<file path="config.mk">
export PLATFORM = sky130hd
export DESIGN_NAME = rational_arith_unit
export DESIGN_NICKNAME = d
export VERILOG_FILES = /design/src/design/rau_pkg.sv /design/src/design/rau_datapath.sv /design/src/design/rau_ctrl.sv /design/src/design/rational_arith_unit.sv
export VERILOG_INCLUDE_DIRS = /design/src /design/src/design
export SDC_FILE = /design/constraint.sdc
export NUM_CORES = 2
export LEC_CHECK = 0
export BUFFER_PORTS_ARGS = -buffer_cell sky130_fd_sc_hd__buf_4
export CORE_ASPECT_RATIO = 1.4
export CORE_UTILIZATION = 64
export DETAILED_ROUTE_END_ITERATION = 6
export PLACE_DENSITY = 0.81
export SLEW_MARGIN = 20
export SYNTH_ARGS = -nofsm -noshare
export SYNTH_HDL_FRONTEND = slang
export SYNTH_SLANG_ARGS = --single-unit
</file>
<file path="constraint.sdc">
create_clock -name clk -period 25.2 [get_ports clk]
set_input_delay 3.78 -clock clk [delete_from_list [all_inputs] [get_ports clk]]
set_output_delay 3.78 -clock clk [all_outputs]
set_load 0.01 [all_outputs]
</file>
<file path="src/design/assert_macros.svh">
// Assertion macros shared by the RTL modules.
// Define ASSERT_OFF to compile the checks out.
`ifndef ASSERT_MACROS_SVH
`define ASSERT_MACROS_SVH
`ifndef ASSERT_OFF
`define ASSERT_IMPL(label, clk, rst_n, prop, msg) \
  label: assert property (@(posedge clk) disable iff (!rst_n) prop) else $error(msg);
`define ASSERT_ALWAYS(label, clk, rst_n, expr, msg) \
  label: assert property (@(posedge clk) disable iff (!rst_n) (expr)) else $error(msg);
`else
`define ASSERT_IMPL(label, clk, rst_n, prop, msg)
`define ASSERT_ALWAYS(label, clk, rst_n, expr, msg)
`endif
`endif

</file>
<file path="src/design/rau_pkg.sv">
// Package for the rational arithmetic unit: widths, operation codes and
// controller-to-datapath command and status types. No dependencies.
`default_nettype none
package rau_pkg;
  localparam int FieldBits = 16;
  localparam int DenBits   = 2 * FieldBits;
  localparam int NumBits   = 2 * FieldBits + 1;
  localparam int MagBits   = 2 * FieldBits + 1;
  localparam int CntBits   = $clog2(MagBits + 1);
  localparam int InBytes   = (3 + 4 * FieldBits + 7) / 8;
  localparam int OutBytes  = (NumBits + DenBits + 7) / 8;

  typedef enum logic [2:0] {
    FN_MAKE = 3'd0,
    FN_ADD  = 3'd1,
    FN_SUB  = 3'd2,
    FN_MUL  = 3'd3,
    FN_DIV  = 3'd4
  } func_t;

  typedef struct packed {
    logic load;      // capture the input item
    logic mul1;      // first product pair
    logic mul2;      // second product pair, form numerator and denominator
    logic gcd_init;  // start the gcd from the magnitudes
    logic div_step;  // one restoring division step
    logic div_end;   // finish one remainder: swap operands
    logic q_init;    // start dividing num and den by the gcd
    logic q_end;     // store the quotients and apply sign
  } cmd_t;

  typedef struct packed {
    logic is_err;
    logic needs_red;
    logic gcd_done;  // divisor is zero
  } stat_t;
endpackage
`default_nettype wire

</file>
<file path="src/design/rau_datapath.sv">
// Datapath of the rational arithmetic unit: operand registers, one pair of
// multipliers, one shift-subtract divider for gcd and reduction. Uses rau_pkg.
`default_nettype none
`include "assert_macros.svh"
module rau_datapath (
  input  wire logic                               clk,
  input  wire logic                               rst_n,
  input  wire rau_pkg::cmd_t                      cmd,
  input  wire logic [2:0]                         in_func,
  input  wire logic signed [rau_pkg::FieldBits-1:0] in_a_num,
  input  wire logic signed [rau_pkg::FieldBits-1:0] in_a_den,
  input  wire logic signed [rau_pkg::FieldBits-1:0] in_b_num,
  input  wire logic signed [rau_pkg::FieldBits-1:0] in_b_den,
  input  wire logic                               q_phase,
  output rau_pkg::stat_t                          stat,
  output logic                                    div_last,
  output logic signed [rau_pkg::NumBits-1:0]      res_num,
  output logic signed [rau_pkg::DenBits-1:0]      res_den,
  output logic                                    res_err
);
  import rau_pkg::*;

  logic [2:0]                  func_r;
  logic signed [FieldBits-1:0] an_r, ad_r, bn_r, bd_r;
  logic signed [DenBits-1:0]   p_r, q_r;
  logic signed [NumBits-1:0]   n_r;
  logic signed [DenBits-1:0]   d_r;
  logic [MagBits-1:0]          x_r, y_r, rem_r, quo_r, g_r;
  logic [CntBits-1:0]          cnt_r;
  logic                        err_r;
  logic signed [FieldBits-1:0] m1a, m1b, m2a, m2b;
  logic signed [DenBits-1:0]   prod1, prod2;
  logic [MagBits-1:0]          dividend, rem_sh, nmag, dmag;
  logic [MagBits:0]            trial;
  logic signed [NumBits-1:0]   qn;
  logic signed [DenBits-1:0]   qd;
  logic                        ad_z, bd_z, bn_z, err_c;

  assign ad_z = (ad_r == '0);
  assign bd_z = (bd_r == '0);
  assign bn_z = (bn_r == '0);
  always_comb begin
    case (func_r)
      FN_MAKE: err_c = ad_z;
      FN_ADD, FN_SUB, FN_MUL: err_c = ad_z | bd_z;
      FN_DIV:  err_c = ad_z | bd_z | bn_z;
      default: err_c = 1'b1;
    endcase
  end
  assign stat.is_err    = err_c;
  assign stat.needs_red = (func_r == FN_MAKE) || (func_r == FN_ADD) || (func_r == FN_SUB);
  assign stat.gcd_done  = (y_r == '0);
  assign div_last       = (cnt_r == CntBits'(MagBits - 1));

  // One multiplier pair per step; operands chosen by step and function.
  always_comb begin
    m1a = an_r; m1b = bd_r; m2a = ad_r; m2b = bn_r;
    if (cmd.mul1) begin
      if (func_r == FN_MUL) m1b = bn_r;
      m2a = ad_r;
      m2b = (func_r == FN_DIV) ? bn_r : bd_r;
    end
  end
  assign prod1 = DenBits'(m1a * m1b);
  assign prod2 = DenBits'(m2a * m2b);

  assign nmag = n_r[NumBits-1] ? MagBits'(-n_r) : MagBits'(n_r);
  assign dmag = d_r[DenBits-1] ? MagBits'(-{d_r[DenBits-1], d_r}) : MagBits'({1'b0, d_r});

  assign dividend = x_r;
  assign rem_sh   = {rem_r[MagBits-2:0], dividend[CntBits'(MagBits - 1) - cnt_r]};
  assign trial    = {1'b0, rem_sh} - {1'b0, y_r};

  assign qn = NumBits'(signed'({1'b0, quo_r}));
  assign qd = DenBits'(signed'({1'b0, quo_r}));

  always_ff @(posedge clk) begin
    if (cmd.load) begin
      func_r <= in_func;
      an_r <= in_a_num; ad_r <= in_a_den; bn_r <= in_b_num; bd_r <= in_b_den;
    end
    if (cmd.mul1) begin
      p_r <= prod1;
      q_r <= prod2;
    end
    if (cmd.mul2) begin
      err_r <= err_c;
      case (func_r)
        FN_MAKE: begin
          n_r <= NumBits'(an_r);
          d_r <= DenBits'(ad_r);
        end
        FN_ADD:  n_r <= NumBits'(p_r) + NumBits'(prod2);
        FN_SUB:  n_r <= NumBits'(p_r) - NumBits'(prod2);
        default: n_r <= NumBits'(p_r);
      endcase
      if (func_r != FN_MAKE) d_r <= q_r;
    end
    if (cmd.gcd_init) begin
      x_r <= nmag;
      y_r <= dmag;
      rem_r <= '0; quo_r <= '0; cnt_r <= '0;
    end
    if (cmd.div_step) begin
      if (!trial[MagBits]) begin
        rem_r <= trial[MagBits-1:0];
        quo_r <= {quo_r[MagBits-2:0], 1'b1};
      end else begin
        rem_r <= rem_sh;
        quo_r <= {quo_r[MagBits-2:0], 1'b0};
      end
      cnt_r <= cnt_r + 1'b1;
    end
    if (cmd.div_end) begin
      // Euclid: (x, y) <- (y, x mod y)
      x_r <= y_r;
      y_r <= rem_r;
      rem_r <= '0; quo_r <= '0; cnt_r <= '0;
    end
    if (cmd.q_init) begin
      g_r <= (x_r == '0) ? MagBits'(1) : x_r;
      y_r <= (x_r == '0) ? MagBits'(1) : x_r;
      x_r <= nmag;
      rem_r <= '0; quo_r <= '0; cnt_r <= '0;
    end
    if (cmd.q_end) begin
      // First quotient pass reduces the numerator, second the denominator.
      if (!q_phase) begin
        n_r <= (n_r[NumBits-1] ^ d_r[DenBits-1]) ? -qn : qn;
        x_r <= dmag;
        y_r <= g_r;
      end else begin
        d_r <= qd;
      end
      rem_r <= '0; quo_r <= '0; cnt_r <= '0;
    end
  end

  assign res_err = err_r;
  assign res_num = err_r ? '0 : n_r;
  assign res_den = err_r ? '0 : d_r;

  `ASSERT_IMPL(a_div_cnt, clk, rst_n, cmd.div_step |-> (cnt_r < CntBits'(MagBits)), "div overrun")
  `ASSERT_IMPL(a_excl, clk, rst_n, cmd.load |-> !cmd.div_step, "load during divide")
  `ASSERT_IMPL(a_gdiv, clk, rst_n, cmd.q_init |=> (y_r != '0), "zero gcd divisor")
endmodule
`default_nettype wire

</file>
<file path="src/design/rau_ctrl.sv">
// Controller of the rational arithmetic unit: sequences multiply, Euclid
// and reduction steps and runs the stream handshake. Uses rau_pkg.
`default_nettype none
`include "assert_macros.svh"
module rau_ctrl (
  input  wire logic           clk,
  input  wire logic           rst_n,
  input  wire logic           in_fire,
  input  wire logic           out_fire,
  input  wire rau_pkg::stat_t stat,
  input  wire logic           div_last,
  output rau_pkg::cmd_t       cmd,
  output logic                q_phase,
  output logic                busy,
  output logic                out_valid
);
  import rau_pkg::*;

  typedef enum logic [3:0] {
    S_IDLE, S_MUL1, S_MUL2, S_CHK, S_GDIV, S_GEND, S_QDIV, S_QEND, S_OUT
  } state_t;

  state_t state_r, state_nxt;
  logic   qph_r, qph_nxt;
  // Marks that the division in progress belongs to Euclid, not reduction.
  logic   cmd_g_r, cmd_g_nxt;

  always_comb begin
    cmd = '0;
    state_nxt = state_r;
    qph_nxt = qph_r;
    case (state_r)
      S_IDLE: if (in_fire) begin
        cmd.load = 1'b1; state_nxt = S_MUL1;
      end
      S_MUL1: begin cmd.mul1 = 1'b1; state_nxt = S_MUL2; end
      S_MUL2: begin
        cmd.mul2 = 1'b1;
        state_nxt = (stat.needs_red && !stat.is_err) ? S_CHK : S_OUT;
      end
      S_CHK: begin cmd.gcd_init = 1'b1; state_nxt = S_GEND; end
      S_GEND: begin
        if (stat.gcd_done) begin
          cmd.q_init = 1'b1; qph_nxt = 1'b0; state_nxt = S_QDIV;
        end else state_nxt = S_GDIV;
      end
      S_GDIV: begin
        cmd.div_step = 1'b1;
        if (div_last) state_nxt = S_QEND;
      end
      S_QDIV: begin
        cmd.div_step = 1'b1;
        if (div_last) state_nxt = S_QEND;
      end
      S_QEND: begin
        if (!stat.gcd_done && state_r == S_QEND && cmd_g_r) begin
          cmd.div_end = 1'b1; state_nxt = S_GEND;
        end else begin
          cmd.q_end = 1'b1;
          if (qph_r) state_nxt = S_OUT;
          else begin qph_nxt = 1'b1; state_nxt = S_QDIV; end
        end
      end
      S_OUT: if (out_fire) state_nxt = S_IDLE;
      default: state_nxt = S_IDLE;
    endcase
  end

  always_comb begin
    cmd_g_nxt = cmd_g_r;
    if (state_r == S_GDIV) cmd_g_nxt = 1'b1;
    if (state_r == S_QDIV || state_r == S_IDLE) cmd_g_nxt = 1'b0;
  end

  always_ff @(posedge clk) begin
    if (!rst_n) begin
      state_r <= S_IDLE;
      qph_r <= 1'b0;
      cmd_g_r <= 1'b0;
    end else begin
      state_r <= state_nxt;
      qph_r <= qph_nxt;
      cmd_g_r <= (state_r == S_QEND) ? 1'b0 : cmd_g_nxt;
    end
  end

  assign q_phase = qph_r;
  assign busy = (state_r != S_IDLE);
  assign out_valid = (state_r == S_OUT);

  `ASSERT_IMPL(a_in_idle, clk, rst_n, in_fire |-> (state_r == S_IDLE), "accept while busy")
  `ASSERT_IMPL(a_out_st, clk, rst_n, out_fire |=> (state_r == S_IDLE), "no return to idle")
  `ASSERT_ALWAYS(a_onecmd, clk, rst_n, $onehot0(cmd), "multiple commands")
endmodule
`default_nettype wire

</file>
<file path="src/design/rational_arith_unit.sv">
// Rational arithmetic unit: multiply and divide present the result after the
// multiply steps; make, add and subtract, unless in error, also run the Euclid
// steps and the quotient passes. One item at a time: the next item is accepted
// at the clock edge after the one that takes the result.
// The gcd runs on one shared shift-subtract divider, one quotient bit a cycle.
// Synchronous active-low reset returns the controller to idle, no output valid.
`default_nettype none
module rational_arith_unit (
  input  wire logic                            clk,
  input  wire logic                            rst_n,
  input  wire logic                            in_tvalid,
  output logic                                 in_tready,
  // func[2:0], a_num[18:3], a_den[34:19], b_num[50:35], b_den[66:51], zero fill
  input  wire logic [8*rau_pkg::InBytes-1:0]   in_tdata,
  output logic                                 out_tvalid,
  input  wire logic                            out_tready,
  // res_num[32:0], res_den[64:33], zero fill
  output logic [8*rau_pkg::OutBytes-1:0]       out_tdata,
  // err
  output logic                                 out_tuser
);
  import rau_pkg::*;

  cmd_t  cmd;
  stat_t stat;
  logic  q_phase, busy, div_last, in_fire, out_fire;
  logic signed [NumBits-1:0] res_num;
  logic signed [DenBits-1:0] res_den;

  assign in_tready = !busy;
  assign in_fire  = in_tvalid && in_tready;
  assign out_fire = out_tvalid && out_tready;

  rau_ctrl u_ctrl (
    .clk, .rst_n, .in_fire, .out_fire, .stat, .div_last,
    .cmd, .q_phase, .busy, .out_valid(out_tvalid)
  );

  rau_datapath u_dp (
    .clk, .rst_n, .cmd,
    .in_func (in_tdata[2:0]),
    .in_a_num(in_tdata[3 +: FieldBits]),
    .in_a_den(in_tdata[3+FieldBits +: FieldBits]),
    .in_b_num(in_tdata[3+2*FieldBits +: FieldBits]),
    .in_b_den(in_tdata[3+3*FieldBits +: FieldBits]),
    .q_phase, .stat, .div_last, .res_num, .res_den, .res_err(out_tuser)
  );

  assign out_tdata = {{(8*OutBytes-NumBits-DenBits){1'b0}}, res_den, res_num};
endmodule
`default_nettype wire
</file>
==> results.md <==
- **total congestion overflow after global routing** 0
- **horizontal die dimension** 218 um
- **largest net degree at the start of global routing** 95
- **worst skew pair latency** 0.60 ns
- **setup bufs post-CTS** 0
- **CP Launch Type** register
- **cell area after synthesis** 41900 um2
- **post-synthesis share of cell area spent on xor and xnor gates** 0.0521
- **Max Clock Skew** 0.0269 ns
- **RePlAce Congestion** 0.998
- **most common cell after layout, fill and taps aside** sky130_fd_sc_hd__inv_1
- **standard-cell row count** 110
- **setup slack of the most critical reg-to-reg path** 13.72 ns
- **summed negative setup slack over all endpoints** 0 ns
- **global-route wire length before repair** 184000 um
- **routed wire length** 115000 um
- **share of layout cells above drive strength 1** 0.0761
- **post-synthesis share of cell area spent on and, or, nand and nor gates** 0.162
- **antenna violations before repair** 0
- **count of unique library cells instantiated by Yosys** 93
- **slowest cell on the critical path** sky130_fd_sc_hd__fa_1
- **Post-Synth Adder-Cell Area** 0.322
- **buffer levels on the longest clock path** 3
- **overall routing resource usage** 0.355
- **Filler cells** 5112
- **sequential area share after synthesis** 0.218
- **type of the most critical hold path** register to register
- **die footprint** 66400 um2
- **Critical Setup Path Class** register to register
- **transition time at the pin with the least slew margin** 1.19 ns
- **average wire per cell in the routed design** 20.6 um
- **combinational family with the most area after synthesis** adder cells
- **routed via count** 33900
- **HPWL after detailed placement** 87200 um
- **Final Net Count** 5522
- **category of the worst setup path capture point** register
- **H-tree levels** 2
- **area of the placeable core** 64500 um2
- **area growth from synthesis to layout** 6.68%
- **average size of a mapped cell** 8.87 um2
- **worst-path fanout max** 16
- **Initial Utilization** 0.648
- **DRC violation count after routing** 0
- **result of the run** finished clean
- **CP Data Arrival Time** 11.94 ns
- **area occupied by registers** 9140 um2
- **Clock Pin Slew Worst Setup and Hold Paths** 0.06 ns
- **detailed-route vias per instance** 6.11
- **# hold bufs at CTS** 0
- **area used by multi-input combinational logic** 29300 um2
- **Gates resized, CTS repair** 0
- **synthesized instance count** 4717
- **final worst path period share** 0.456
- **final hold violation count** 0
- **delay of the slowest critical-path stage** 0.89 ns
- **number of buffer and inverter stages on the critical path** 3
- **final setup violation count** 0
- **number of warning messages in the yosys log** 0
- **CTS sink count** 374
- **number of synthesized flops with an enable pin** 165
- **Final Max Slew Viols** 0
- **root buffer cell** sky130_fd_sc_hd__clkbuf_16
- **iteration-0 DRC count of the detailed router** 2624
- **#FFs+latches synth** 374
- **proportion of synthesized area in mux cells** 0.0166
- **max_cap viols** 0
- **chip height** 305 um
- **vias in the first global route** 35000
- **most frequently used flop master after synthesis** sky130_fd_sc_hd__dfxtp_1
- **share of flip-flops with an asynchronous set or reset after synthesis** 0
- **minimum clock period after layout** 11.48 ns
- **RSZ-0062 raised after global routing** no
- **TritonCTS clock tree** built
- **cell repeated most along the worst path** sky130_fd_sc_hd__fa_1
- **normalized max-slew margin** 0.199
- **CTS buffer count** 41
- **Top delay family on crit path** adder cells
- **number of I/O port buffers** 138
- **Data required, critical path** 25.66 ns
- **compound-gate portion of the synthesized area** 0.144
- **number of top-level pins** 151
- **most used cells in the layout excluding fill and tap cells** sky130_fd_sc_hd__inv_1, sky130_fd_sc_hd__fa_1, sky130_fd_sc_hd__nand2_1
- **highest clock frequency the design can meet** 0.0871 GHz
- **antenna cells** 0
- **first drt pass iteration count** 6
- **residual antenna-violating net count after detailed routing** 0
cell type report:
class                           instances  share of cell area
Clock inverter                         21             0.00423
Tap cell                              840              0.0235
Timing Repair Buffer                  191              0.0321
Multi-Input combinational cell       3418               0.655
Clock buffer                           55              0.0248
Inverter                              659              0.0554
Sequential cell                       374               0.205
registers in the layout, summed over array words and instances, names as in the netlist, 32 cells and up:
register,flops
u_dp.dividend,33
u_dp.g_r,33
u_dp.n_r,33
u_dp.qn,33
u_dp.rem_r,33
u_dp.y_r,33
u_dp.d_r,32
u_dp.p_r,32
u_dp.q_r,32
worst register-to-register path, delay by kind of cell (launching register included):
kind / cells / cell delay (ns)
AOI/OAI and AO/OA: 9 / 2.28
xor gates and xnor gates: 4 / 1.09
adders and majority gates: 8 / 4.25
buffers and inverters: 3 / 0.38
DFF: 1 / 0.60
muxes: 1 / 0.64
and+or+nand+nor: 9 / 2.11
Yosys cell counts, types with 7 or more instances:
master                     count  area, um2
sky130_fd_sc_hd__a221oi_1     19        166
sky130_fd_sc_hd__clkbuf_1    246        923
sky130_fd_sc_hd__edfxtp_1    165       4950
sky130_fd_sc_hd__a21oi_1     296       1480
sky130_fd_sc_hd__a211oi_1     60        450
sky130_fd_sc_hd__o41ai_1       9       78.8
sky130_fd_sc_hd__a31oi_1      24        150
sky130_fd_sc_hd__o311ai_0      8       70.1
sky130_fd_sc_hd__buf_4         7       52.6
sky130_fd_sc_hd__inv_1       658       2470
sky130_fd_sc_hd__fa_1        526      10500
sky130_fd_sc_hd__nand2_1     488       1830
sky130_fd_sc_hd__nor2_1      292       1100
sky130_fd_sc_hd__xor2_1      122       1070
sky130_fd_sc_hd__a21o_1       51        383
sky130_fd_sc_hd__nand2b_1     44        275
sky130_fd_sc_hd__o22ai_1      21        131
sky130_fd_sc_hd__o221ai_1     10       87.6
sky130_fd_sc_hd__mux2_2       27        304
sky130_fd_sc_hd__and3_1       20        125
sky130_fd_sc_hd__mux2i_1      21        210
sky130_fd_sc_hd__o21ai_0     222       1110
sky130_fd_sc_hd__mux4_2        8        180
sky130_fd_sc_hd__o211ai_1     30        225
sky130_fd_sc_hd__xnor2_1     124       1090
sky130_fd_sc_hd__or4_1        18        135
sky130_fd_sc_hd__nand4_1       9       56.3
sky130_fd_sc_hd__ha_1        235       2940
sky130_fd_sc_hd__o21a_1       28        210
sky130_fd_sc_hd__o31ai_1      31        233
sky130_fd_sc_hd__buf_1         9       33.8
sky130_fd_sc_hd__a22oi_1      54        405
sky130_fd_sc_hd__nor4_1       42        263
sky130_fd_sc_hd__or2_2        28        175
sky130_fd_sc_hd__nor2b_1     176       1100
sky130_fd_sc_hd__or3_1        21        131
sky130_fd_sc_hd__o21bai_1     11       82.6
sky130_fd_sc_hd__nand3_1      37        185
sky130_fd_sc_hd__dfxtp_1     209       4180
sky130_fd_sc_hd__nor3_1       46        230
sky130_fd_sc_hd__and2_1      149        932
sky130_fd_sc_hd__a221o_1      15        150
layer usage:
| metal | wire (um) | share of wire | GRT usage |
|---|---|---|---|
| met4 | 8090 | 0.070 | 0.219 |
| met5 | 0 | 0 | 0 |
| met3 | 8300 | 0.072 | 0.0527 |
| met1 | 42200 | 0.37 | 0.418 |
| met2 | 56100 | 0.49 | 0.604 |
kinds of logic after synthesis:
logic type / after synthesis
mux: 56
flops: 374
simple gates: 1397
compound gates: 950
other cells: 1
xor+xnor: 247
buf+inv: 931
fa+ha+maj: 761
stage by stage:
stage	area, um2	worst slack (ns)	hold slack, ns	instances	util
floorplan	41900	15.31	0.418	4723	-
global placement	43300	13.86	0.429	5482	0.671
detailed placement	43300	13.75	0.444	5482	0.671
CTS	44600	13.73	0.465	5558	0.692
global route	44600	12.96	0.474	5558	0.692
finish	44600	13.72	0.455	5558	0.692
final timing paths:
kind,startpoint,endpoint,depth (start not counted)
worst min-delay path,u_dp.g_r[0],u_dp.y_r[0],2
worst max-delay path,u_ctrl.state_r[0],u_dp.n_r[32],34
worst max register to register,u_ctrl.state_r[0],u_dp.n_r[32],34
worst min register to register,u_dp.g_r[0],u_dp.y_r[0],2
Power is not shown: default switching activity piles up to over one toggle a cycle in this logic, so the estimate is an artifact.
